**src/design/ooc_pkg.sv**
```systemverilog
// ----------------------------------------------------------------------------
// ooc_pkg: shared types and constants of the onset order correlator
// Item layouts, channel count, field widths and register indexes.
// ----------------------------------------------------------------------------
package ooc_pkg;

    localparam int CH      = 6;
    localparam int PAIR_W  = CH * CH;
    localparam int TIME_W  = 31;
    localparam int STR_W   = 9;
    localparam int WIN_W   = 31;
    localparam int CFG_IDX_W = 1;
    localparam int CFG_DATA_W = 36;

    // A channel is active at a strength of 128 or more.
    localparam logic [STR_W-1:0] ACTIVE_LEVEL = STR_W'(128);

    // Configuration register indexes.
    localparam logic [CFG_IDX_W-1:0] REG_EDGE_MATRIX = 1'b0;
    localparam logic [CFG_IDX_W-1:0] REG_WINDOW_MS   = 1'b1;

    typedef struct packed {
        logic [TIME_W-1:0] now_ms;
        logic [CH-1:0]     available_mask;
        logic [STR_W-1:0]  strength_0;
        logic [STR_W-1:0]  strength_1;
        logic [STR_W-1:0]  strength_2;
        logic [STR_W-1:0]  strength_3;
        logic [STR_W-1:0]  strength_4;
        logic [STR_W-1:0]  strength_5;
    } t_in_item;

    typedef struct packed {
        logic [PAIR_W-1:0] transition_mask;
        logic [CH-1:0]     active_mask;
    } t_out_item;

    // Channel state after the latest item, plus that item's time stamp.
    typedef struct packed {
        logic [CH-1:0]             active;
        logic [CH-1:0][TIME_W-1:0] onset;
        logic [TIME_W-1:0]         now_ms;
    } t_snap;

    // Pair bits where source and target are the same channel.
    function automatic logic [PAIR_W-1:0] diag_mask();
        logic [PAIR_W-1:0] m;
        m = '0;
        for (int c = 0; c < CH; c++) begin
            m[c*CH + c] = 1'b1;
        end
        return m;
    endfunction

endpackage

```
**src/design/ooc_track.sv**
```systemverilog
// ----------------------------------------------------------------------------
// ooc_track: per-channel activity and onset tracking
// Updates the active flags and onset times when an item is taken.
// ----------------------------------------------------------------------------
module ooc_track (
    input  logic              i_clk,
    input  logic              i_rst_n,
    input  logic              i_load,
    input  ooc_pkg::t_in_item i_item,
    output ooc_pkg::t_snap    o_snap
);

    logic [ooc_pkg::STR_W-1:0]  w_str [ooc_pkg::CH];
    logic [ooc_pkg::CH-1:0]     n_active;
    ooc_pkg::t_snap             r_snap;

    assign w_str[0] = i_item.strength_0;
    assign w_str[1] = i_item.strength_1;
    assign w_str[2] = i_item.strength_2;
    assign w_str[3] = i_item.strength_3;
    assign w_str[4] = i_item.strength_4;
    assign w_str[5] = i_item.strength_5;

    always_comb begin
        for (int c = 0; c < ooc_pkg::CH; c++) begin
            n_active[c] = i_item.available_mask[c] && (w_str[c] >= ooc_pkg::ACTIVE_LEVEL);
        end
    end

    always_ff @(posedge i_clk) begin
        if (!i_rst_n) begin
            r_snap.active <= '0;
            r_snap.onset  <= '1;
            r_snap.now_ms <= '0;
        end else if (i_load) begin
            r_snap.active <= n_active;
            r_snap.now_ms <= i_item.now_ms;
            for (int c = 0; c < ooc_pkg::CH; c++) begin
                if (!n_active[c]) begin
                    r_snap.onset[c] <= '1;
                end else if (!r_snap.active[c]) begin
                    r_snap.onset[c] <= i_item.now_ms;
                end
            end
        end
    end

    assign o_snap = r_snap;

endmodule

```
**src/design/ooc_lane.sv**
```systemverilog
// ----------------------------------------------------------------------------
// ooc_lane: one source channel against every target channel
// Produces one row of the transition mask.
// ----------------------------------------------------------------------------
module ooc_lane (
    input  logic                       i_src_active,
    input  logic [ooc_pkg::TIME_W-1:0] i_src_onset,
    input  ooc_pkg::t_snap             i_snap,
    input  logic [ooc_pkg::CH-1:0]     i_edge_row,
    input  logic [ooc_pkg::WIN_W-1:0]  i_window_ms,
    output logic [ooc_pkg::CH-1:0]     o_row
);

    logic [ooc_pkg::TIME_W:0] w_age;
    logic                     w_src_ok;

    // Wrapping age of the source onset; a source onset in the future wraps
    // into the upper half and so exceeds every window.
    assign w_age    = {1'b0, i_snap.now_ms} - {1'b0, i_src_onset};
    assign w_src_ok = i_src_active && (w_age <= {1'b0, i_window_ms});

    always_comb begin
        for (int j = 0; j < ooc_pkg::CH; j++) begin
            o_row[j] = w_src_ok && i_edge_row[j] && i_snap.active[j]
                       && (i_src_onset < i_snap.onset[j])
                       && (i_snap.onset[j] <= i_snap.now_ms);
        end
    end

endmodule

```
**src/design/onset_order_correlator_unit.sv**
```systemverilog
// ----------------------------------------------------------------------------
// onset_order_correlator_unit: ordered channel onset correlator
// Tracks channel onsets and reports ordered, windowed onset pairs.
// ----------------------------------------------------------------------------
// The unit takes one item per clock cycle while the output side is not stalled
// and returns exactly one result item for each. An accepted item first
// updates the six channel flags and onset times, and these state registers
// also serve as the first pipeline stage; then six lanes, one per source
// channel, compare that source against all targets in parallel and the
// merged rows are captured in the output register. While the output register
// is full and not taken, the state stage holds its item and the input is
// stalled, so nothing is lost. Configuration writes are accepted in any cycle
// and should only be made while the unit is idle.
module onset_order_correlator_unit (
    input  logic                             i_clk,
    input  logic                             i_rst_n,
    input  logic                             i_in_valid,
    output logic                             o_in_ready,
    input  ooc_pkg::t_in_item                i_in_item,
    output logic                             o_out_valid,
    input  logic                             i_out_ready,
    output ooc_pkg::t_out_item               o_out_item,
    input  logic                             i_cfg_valid,
    output logic                             o_cfg_ready,
    input  logic [ooc_pkg::CFG_IDX_W-1:0]    i_cfg_index,
    input  logic [ooc_pkg::CFG_DATA_W-1:0]   i_cfg_data
);

    // Configuration registers.
    logic [ooc_pkg::PAIR_W-1:0] r_edge_matrix;
    logic [ooc_pkg::WIN_W-1:0]  r_window_ms;

    // Pipeline control.
    logic               r_snap_valid;
    logic               r_out_valid;
    logic               w_in_take;
    logic               w_snap_move;
    ooc_pkg::t_snap     w_snap;
    ooc_pkg::t_out_item r_out_item;
    logic [ooc_pkg::PAIR_W-1:0] w_pairs;
    logic [ooc_pkg::PAIR_W-1:0] w_allowed;

    assign o_cfg_ready = 1'b1;

    always_ff @(posedge i_clk) begin
        if (!i_rst_n) begin
            r_edge_matrix <= '0;
            r_window_ms   <= '0;
        end else if (i_cfg_valid) begin
            unique case (i_cfg_index)
                ooc_pkg::REG_EDGE_MATRIX: begin
                    r_edge_matrix <= i_cfg_data[ooc_pkg::PAIR_W-1:0];
                end
                ooc_pkg::REG_WINDOW_MS: begin
                    r_window_ms <= i_cfg_data[ooc_pkg::WIN_W-1:0];
                end
                default: begin
                end
            endcase
        end
    end

    // The state stage moves forward when the output register is free or being
    // emptied in this cycle; a new item may enter whenever the stage is empty
    // or moving on.
    assign w_snap_move = r_snap_valid && (!r_out_valid || i_out_ready);
    assign o_in_ready  = !r_snap_valid || w_snap_move;
    assign w_in_take   = i_in_valid && o_in_ready;

    ooc_track u_track (
        .i_clk   (i_clk),
        .i_rst_n (i_rst_n),
        .i_load  (w_in_take),
        .i_item  (i_in_item),
        .o_snap  (w_snap)
    );

    // One lane per source channel; each lane fills one row of the mask.
    for (genvar g = 0; g < ooc_pkg::CH; g++) begin : g_lane
        ooc_lane u_lane (
            .i_src_active (w_snap.active[g]),
            .i_src_onset  (w_snap.onset[g]),
            .i_snap       (w_snap),
            .i_edge_row   (r_edge_matrix[g*ooc_pkg::CH +: ooc_pkg::CH]),
            .i_window_ms  (r_window_ms),
            .o_row        (w_pairs[g*ooc_pkg::CH +: ooc_pkg::CH])
        );
    end

    always_ff @(posedge i_clk) begin
        if (!i_rst_n) begin
            r_snap_valid <= 1'b0;
            r_out_valid  <= 1'b0;
        end else begin
            if (w_in_take) begin
                r_snap_valid <= 1'b1;
            end else if (w_snap_move) begin
                r_snap_valid <= 1'b0;
            end
            if (w_snap_move) begin
                r_out_valid <= 1'b1;
            end else if (i_out_ready) begin
                r_out_valid <= 1'b0;
            end
        end
    end

    // Merging stage: the lane rows form the transition mask.
    always_ff @(posedge i_clk) begin
        if (w_snap_move) begin
            r_out_item.transition_mask <= w_pairs;
            r_out_item.active_mask     <= w_snap.active;
        end
    end

    assign o_out_valid = r_out_valid;
    assign o_out_item  = r_out_item;

    // Pairs whose source and target are both reported active.
    always_comb begin
        for (int i = 0; i < ooc_pkg::CH; i++) begin
            for (int j = 0; j < ooc_pkg::CH; j++) begin
                w_allowed[i*ooc_pkg::CH + j] = r_out_item.active_mask[i]
                                               && r_out_item.active_mask[j];
            end
        end
    end

    // A reported pair always has both of its channels active.
    a_pair_active: assert property (@(posedge i_clk) disable iff (!i_rst_n)
        r_out_valid |-> ((r_out_item.transition_mask & ~w_allowed) == '0))
        else $error("transition reported for an inactive channel");

    // A channel never forms a pair with itself, as its onset is not earlier.
    a_no_self_pair: assert property (@(posedge i_clk) disable iff (!i_rst_n)
        r_out_valid |-> ((r_out_item.transition_mask & ooc_pkg::diag_mask()) == '0))
        else $error("self pair reported");

    // The reported activity is the state left by the item that moved on.
    a_active_copy: assert property (@(posedge i_clk) disable iff (!i_rst_n)
        w_snap_move |=> (r_out_item.active_mask == $past(w_snap.active)))
        else $error("active mask differs from channel state");

    // The state stage never moves while the output holds an untaken item.
    a_no_overwrite: assert property (@(posedge i_clk) disable iff (!i_rst_n)
        (r_out_valid && !i_out_ready) |-> !w_snap_move)
        else $error("output item overwritten before it was taken");

endmodule

```
**config.mk**
```make
export PLATFORM = sky130hd
export DESIGN_NAME = onset_order_correlator_unit
export DESIGN_NICKNAME = d
export VERILOG_FILES = /design/src/design/ooc_pkg.sv /design/src/design/ooc_track.sv /design/src/design/ooc_lane.sv /design/src/design/onset_order_correlator_unit.sv
export SDC_FILE = /design/constraint.sdc
export NUM_CORES = 2
export LEC_CHECK = 0
export BUFFER_PORTS_ARGS = -buffer_cell sky130_fd_sc_hd__buf_4
export CELL_PAD_IN_SITES_DETAIL_PLACEMENT = 1
export CELL_PAD_IN_SITES_GLOBAL_PLACEMENT = 2
export CORE_UTILIZATION = 40
export DETAILED_ROUTE_END_ITERATION = 8
export MAX_ROUTING_LAYER = met4
export PLACE_DENSITY_LB_ADDON = 0.1
export SLEW_MARGIN = 20
export SYNTH_ARGS = -nofsm -noshare
export SYNTH_HDL_FRONTEND = slang
export SYNTH_HIERARCHICAL = 1
export SYNTH_SLANG_ARGS = --single-unit
```
**constraint.sdc**
```tcl
create_clock -name i_clk -period 7.1 [get_ports i_clk]
set_input_delay 2.13 -clock i_clk [delete_from_list [all_inputs] [get_ports i_clk]]
set_output_delay 2.13 -clock i_clk [all_outputs]
set_load 0.005 [all_outputs]
```
==> summary.md <==
| Metric | Value |
|---|---|
| Core Area | 0.193 mm2 |
| Starting Density | 40.5% |
| CTS buffer count | 49 |
| Drt first pass iters | 6 |
| Outcome | complete, no violations |
| Crit end category | register |
| Die area | 0.197 mm2 |
| Cell row count | 161 |
| Detail Route Antenna Nets | 0 |
| Drt first-iter violations | 8,020 |
| WS Path Type | reg2reg |
| Number of synthesized flops with an enable pin | 42 |
| Final Net Count | 12,864 |
| Syn Nets | 12,472 |
| Worst-Margin Slew | 1340 ps |
| Initial antenna violation count | 51 |
| Area growth syn-to-layout | 10.2% |
| Slowest CP cell | o2bb2ai_1 |
| Largest stage delay, worst path | 920 ps |
| GRT Total Usage | 43.6% |
| First-pass GRT wire length | 599,000 um |
| Wire per inst | 33.9 um |
| TritonCTS Sinks | 334 |
| FILL cells | 23,500 |
| Sequential share of power | 18.1% |
| Setup TNS | 0 ps |
| DRC Markers | 0 |
| Worst path required time | 7600 ps |
| CTS max path bufs | 3 |
| Clock share of power | 22.2% |
| Port Buf Inserts | 134 |
| Leading area contributor after synthesis | ha_1 |
| GPL Wtd Cong | 0.998 |
| Post-CTS Setup Bufs | 0 |
| DP Worst Slack | 871 ps |
| Yosys warns | 6 |
| Hold Vio Cnt, Final | 0 |
| Syn Inst Count | 9,765 |
| Prevailing post-synth register cell | dfxtp_1 |
| Ys async rst share | 0% |
| Chip width | 444 um |
| Worst skew pair latency | 690 ps |
| Peak VDD IR | 0.183 mV |
| Crit path launch type | register |
| Root Buffer | clkbuf_16 |
| Clock transition at the registers of the reported paths | 60 ps |
| Seq/Total Area, Yosys | 9.08% |
| Worst Path Arrival | 7060 ps |
| Unique cell type count in the Yosys netlist | 95 |
| RSZ-0062 raised after global routing | no |
| Switch share | 50.1% |
| Largest net degree at the start of global routing | 51 |
| Total Wirelength | 433,000 um |
| Total grt overflow | 0 |
| Via density | 6.48 |
| Cell Int Power | 6110 uW |
| Max Freq | 153 MHz |
| Worst slew margin | 11.0% |
| Area fraction of the dominant cell type after synthesis | 41.1% |
| Combinational share of power | 59.8% |
| Syn Area/Cell | 8.01 um2 |
| Final HPWL DP | 330,000 um |
| CTS tree | built |
| # IOs | 178 |
| CP cell instances | inv_1, fa_1, nor2b_1, o31a_1, o21ai_0, o2bb2ai_1, a311oi_1, o31ai_1, a21oi_1, xnor2_1, ha_1, nand4_1, nor2_1, nand4_1, or4_1, a21oi_1, o41ai_4, buf_4, a2111oi_2 |
| Crit-path max FO | 7 |
| DR vias | 82,600 |
| WHS | 466 ps |
| Worst path top cell family by delay | compound AO/OA/AOI/OAI gates |
| Register bit total from synthesis | 334 |
| Die H | 444 um |
| P_sw | 6130 uW |
| Leakage | 0.0494 uW |
| Post-cts resize count | 0 |
| Pins Over Slew Limit | 0 |
| Period minus WS final | 6560 ps |
| Synth top area cells | ha_1, inv_1, dfxtp_1 |
| Hold crit path type | reg2reg |
| Period utilisation layout | 92.3% |
| Clk_skew | 25.4 ps |
| Layout cell share with drive strength beyond 1 | 6.80% |
| CTS H-tree depth | 2 |
| Mapped Area | 0.0783 mm2 |
| Post-CTS Hold Buffers | 0 |
| Max-cap violations | 0 |
| CP Buf/Inv Count | 2 |
| PnR worst setup slack | 544 ps |
| # setup viols final | 0 |
| Power Density | 142 mW/mm2 |
| Vias in the first global route | 80,235 |
power by group through the flow:
stage / registers (uW) / clock network [uW] / logic [uW]
after detailed placement: 2240 / 0 / 7050
after global routing: 2210 / 2800 / 7930
after floorplan: 2410 / 0 / 3990
after CTS: 2200 / 2740 / 7100
final: 2210 / 2710 / 7320
after global placement: 2240 / 0 / 6680
path summary, 6_finish.rpt:
check,start,to,slack (ps),depth (start not counted)
worst max-delay path,u_track/o_snap[1]$_SDFFE_PN0P_,o_out_item[28]$_DFFE_PP_,540,19
worst max register to register,u_track/o_snap[1]$_SDFFE_PN0P_,o_out_item[28]$_DFFE_PP_,540,19
worst min-delay path,r_edge_matrix[3]$_SDFFE_PN0P_,r_edge_matrix[3]$_SDFFE_PN0P_,470,2
worst min register to register,r_edge_matrix[3]$_SDFFE_PN0P_,r_edge_matrix[3]$_SDFFE_PN0P_,470,2
cell usage in the layout, fill, tap and decap left out, types with 136 or more instances in the layout:
cell	count
nand2_1	400
a21oi_1	759
a21o_1	644
nand3_1	136
nand4_1	394
ha_1	2568
nor2b_1	214
a221o_1	195
inv_1	1752
nor2_1	338
dfxtp_1	281
buf_4	439
o21ai_0	447
routing by layer:
metal,share of wire (%),GRT usage (%),vias to the layer above
li1,-,-,36575
met3,9.2,8.50,970
met5,0,-,-
met1,44,58.0,41520
met4,5.6,20.0,0
met2,41,63.1,3535
cell usage after synthesis (19+ instances only):
cell	number
a31oi_1	33
nand2_1	400
nand3_1	136
nand4b_1	20
xor2_1	35
inv_1	1752
a221oi_1	29
dfxtp_1	292
and2_1	32
clkbuf_1	21
a211oi_1	112
a21o_1	644
xnor2_1	111
nor2_1	344
o211ai_1	79
a2111oi_0	36
ha_1	2568
or2_2	27
nor4_1	51
o2111ai_1	22
nand4_1	394
o221ai_1	19
edfxtp_1	42
and3_1	60
o31ai_1	23
o21ai_0	461
a221o_1	195
o21bai_1	31
and4_1	55
nand2b_1	86
mux2i_1	103
nor3_1	79
nor2b_1	215
o31a_1	19
a21oi_1	763
or3_1	31
o21a_1	105
buf_2	59
area by class of cell:
| type | count | area [um2] | share of cell area, % |
|---|---|---|---|
| multi-input cells | 7579 | 64300 | 74.6 |
| flip-flops and latches | 334 | 7120 | 8.26 |
| inverters | 1753 | 6580 | 7.63 |
| repair buffers | 440 | 3320 | 3.85 |
| well taps | 2526 | 3160 | 3.66 |
| clock buffers | 58 | 1340 | 1.56 |
| clock inverters | 33 | 359 | 0.416 |
| diodes | 21 | 52.6 | 0.0609 |
sequential cells by signal, indices dropped and copies added, names as in the netlist:
| signal | count |
|---|---|
| r_window_ms | 31 |
| r_snap_valid | 1 |
| u_track/o_snap | 223 |
| o_out_valid | 1 |
| r_edge_matrix | 36 |
| o_out_item | 42 |
logic make-up after synthesis:
group,Yosys count,synth area share (%)
adders and majority gates,2574,41.2
buffers and inverters,1852,9.10
xor gates and xnor gates,146,1.63
other,1,0.00479
and+or+nand+nor,1989,13.7
DFF,334,9.08
AOI/OAI and AO/OA,2766,23.9
muxes,103,1.32
worst reg2reg max path: cells and delay by family (launching register included):
family / cells / cell delay (ps)
AND/OR/NAND/NOR: 5 / 1280
AO/OA/AOI/OAI: 9 / 3120
XOR/XNOR: 1 / 140
buffers and inverters: 2 / 570
flip-flops: 1 / 440
adder cells (fa/ha/maj): 2 / 850
stage by stage:
step                      power (uW)  utilization, %  cell area [um2]  instances
after floorplan                 6410               -            78300       9765
after global placement          8920            43.6            84400      12630
after detailed placement        9300            43.6            84400      12631
after CTS                      12000            44.5            86100      12722
after global routing           12900            44.6            86200      12737
final                          12200            44.6            86200      12744
(Power assumes the default switching activity.)
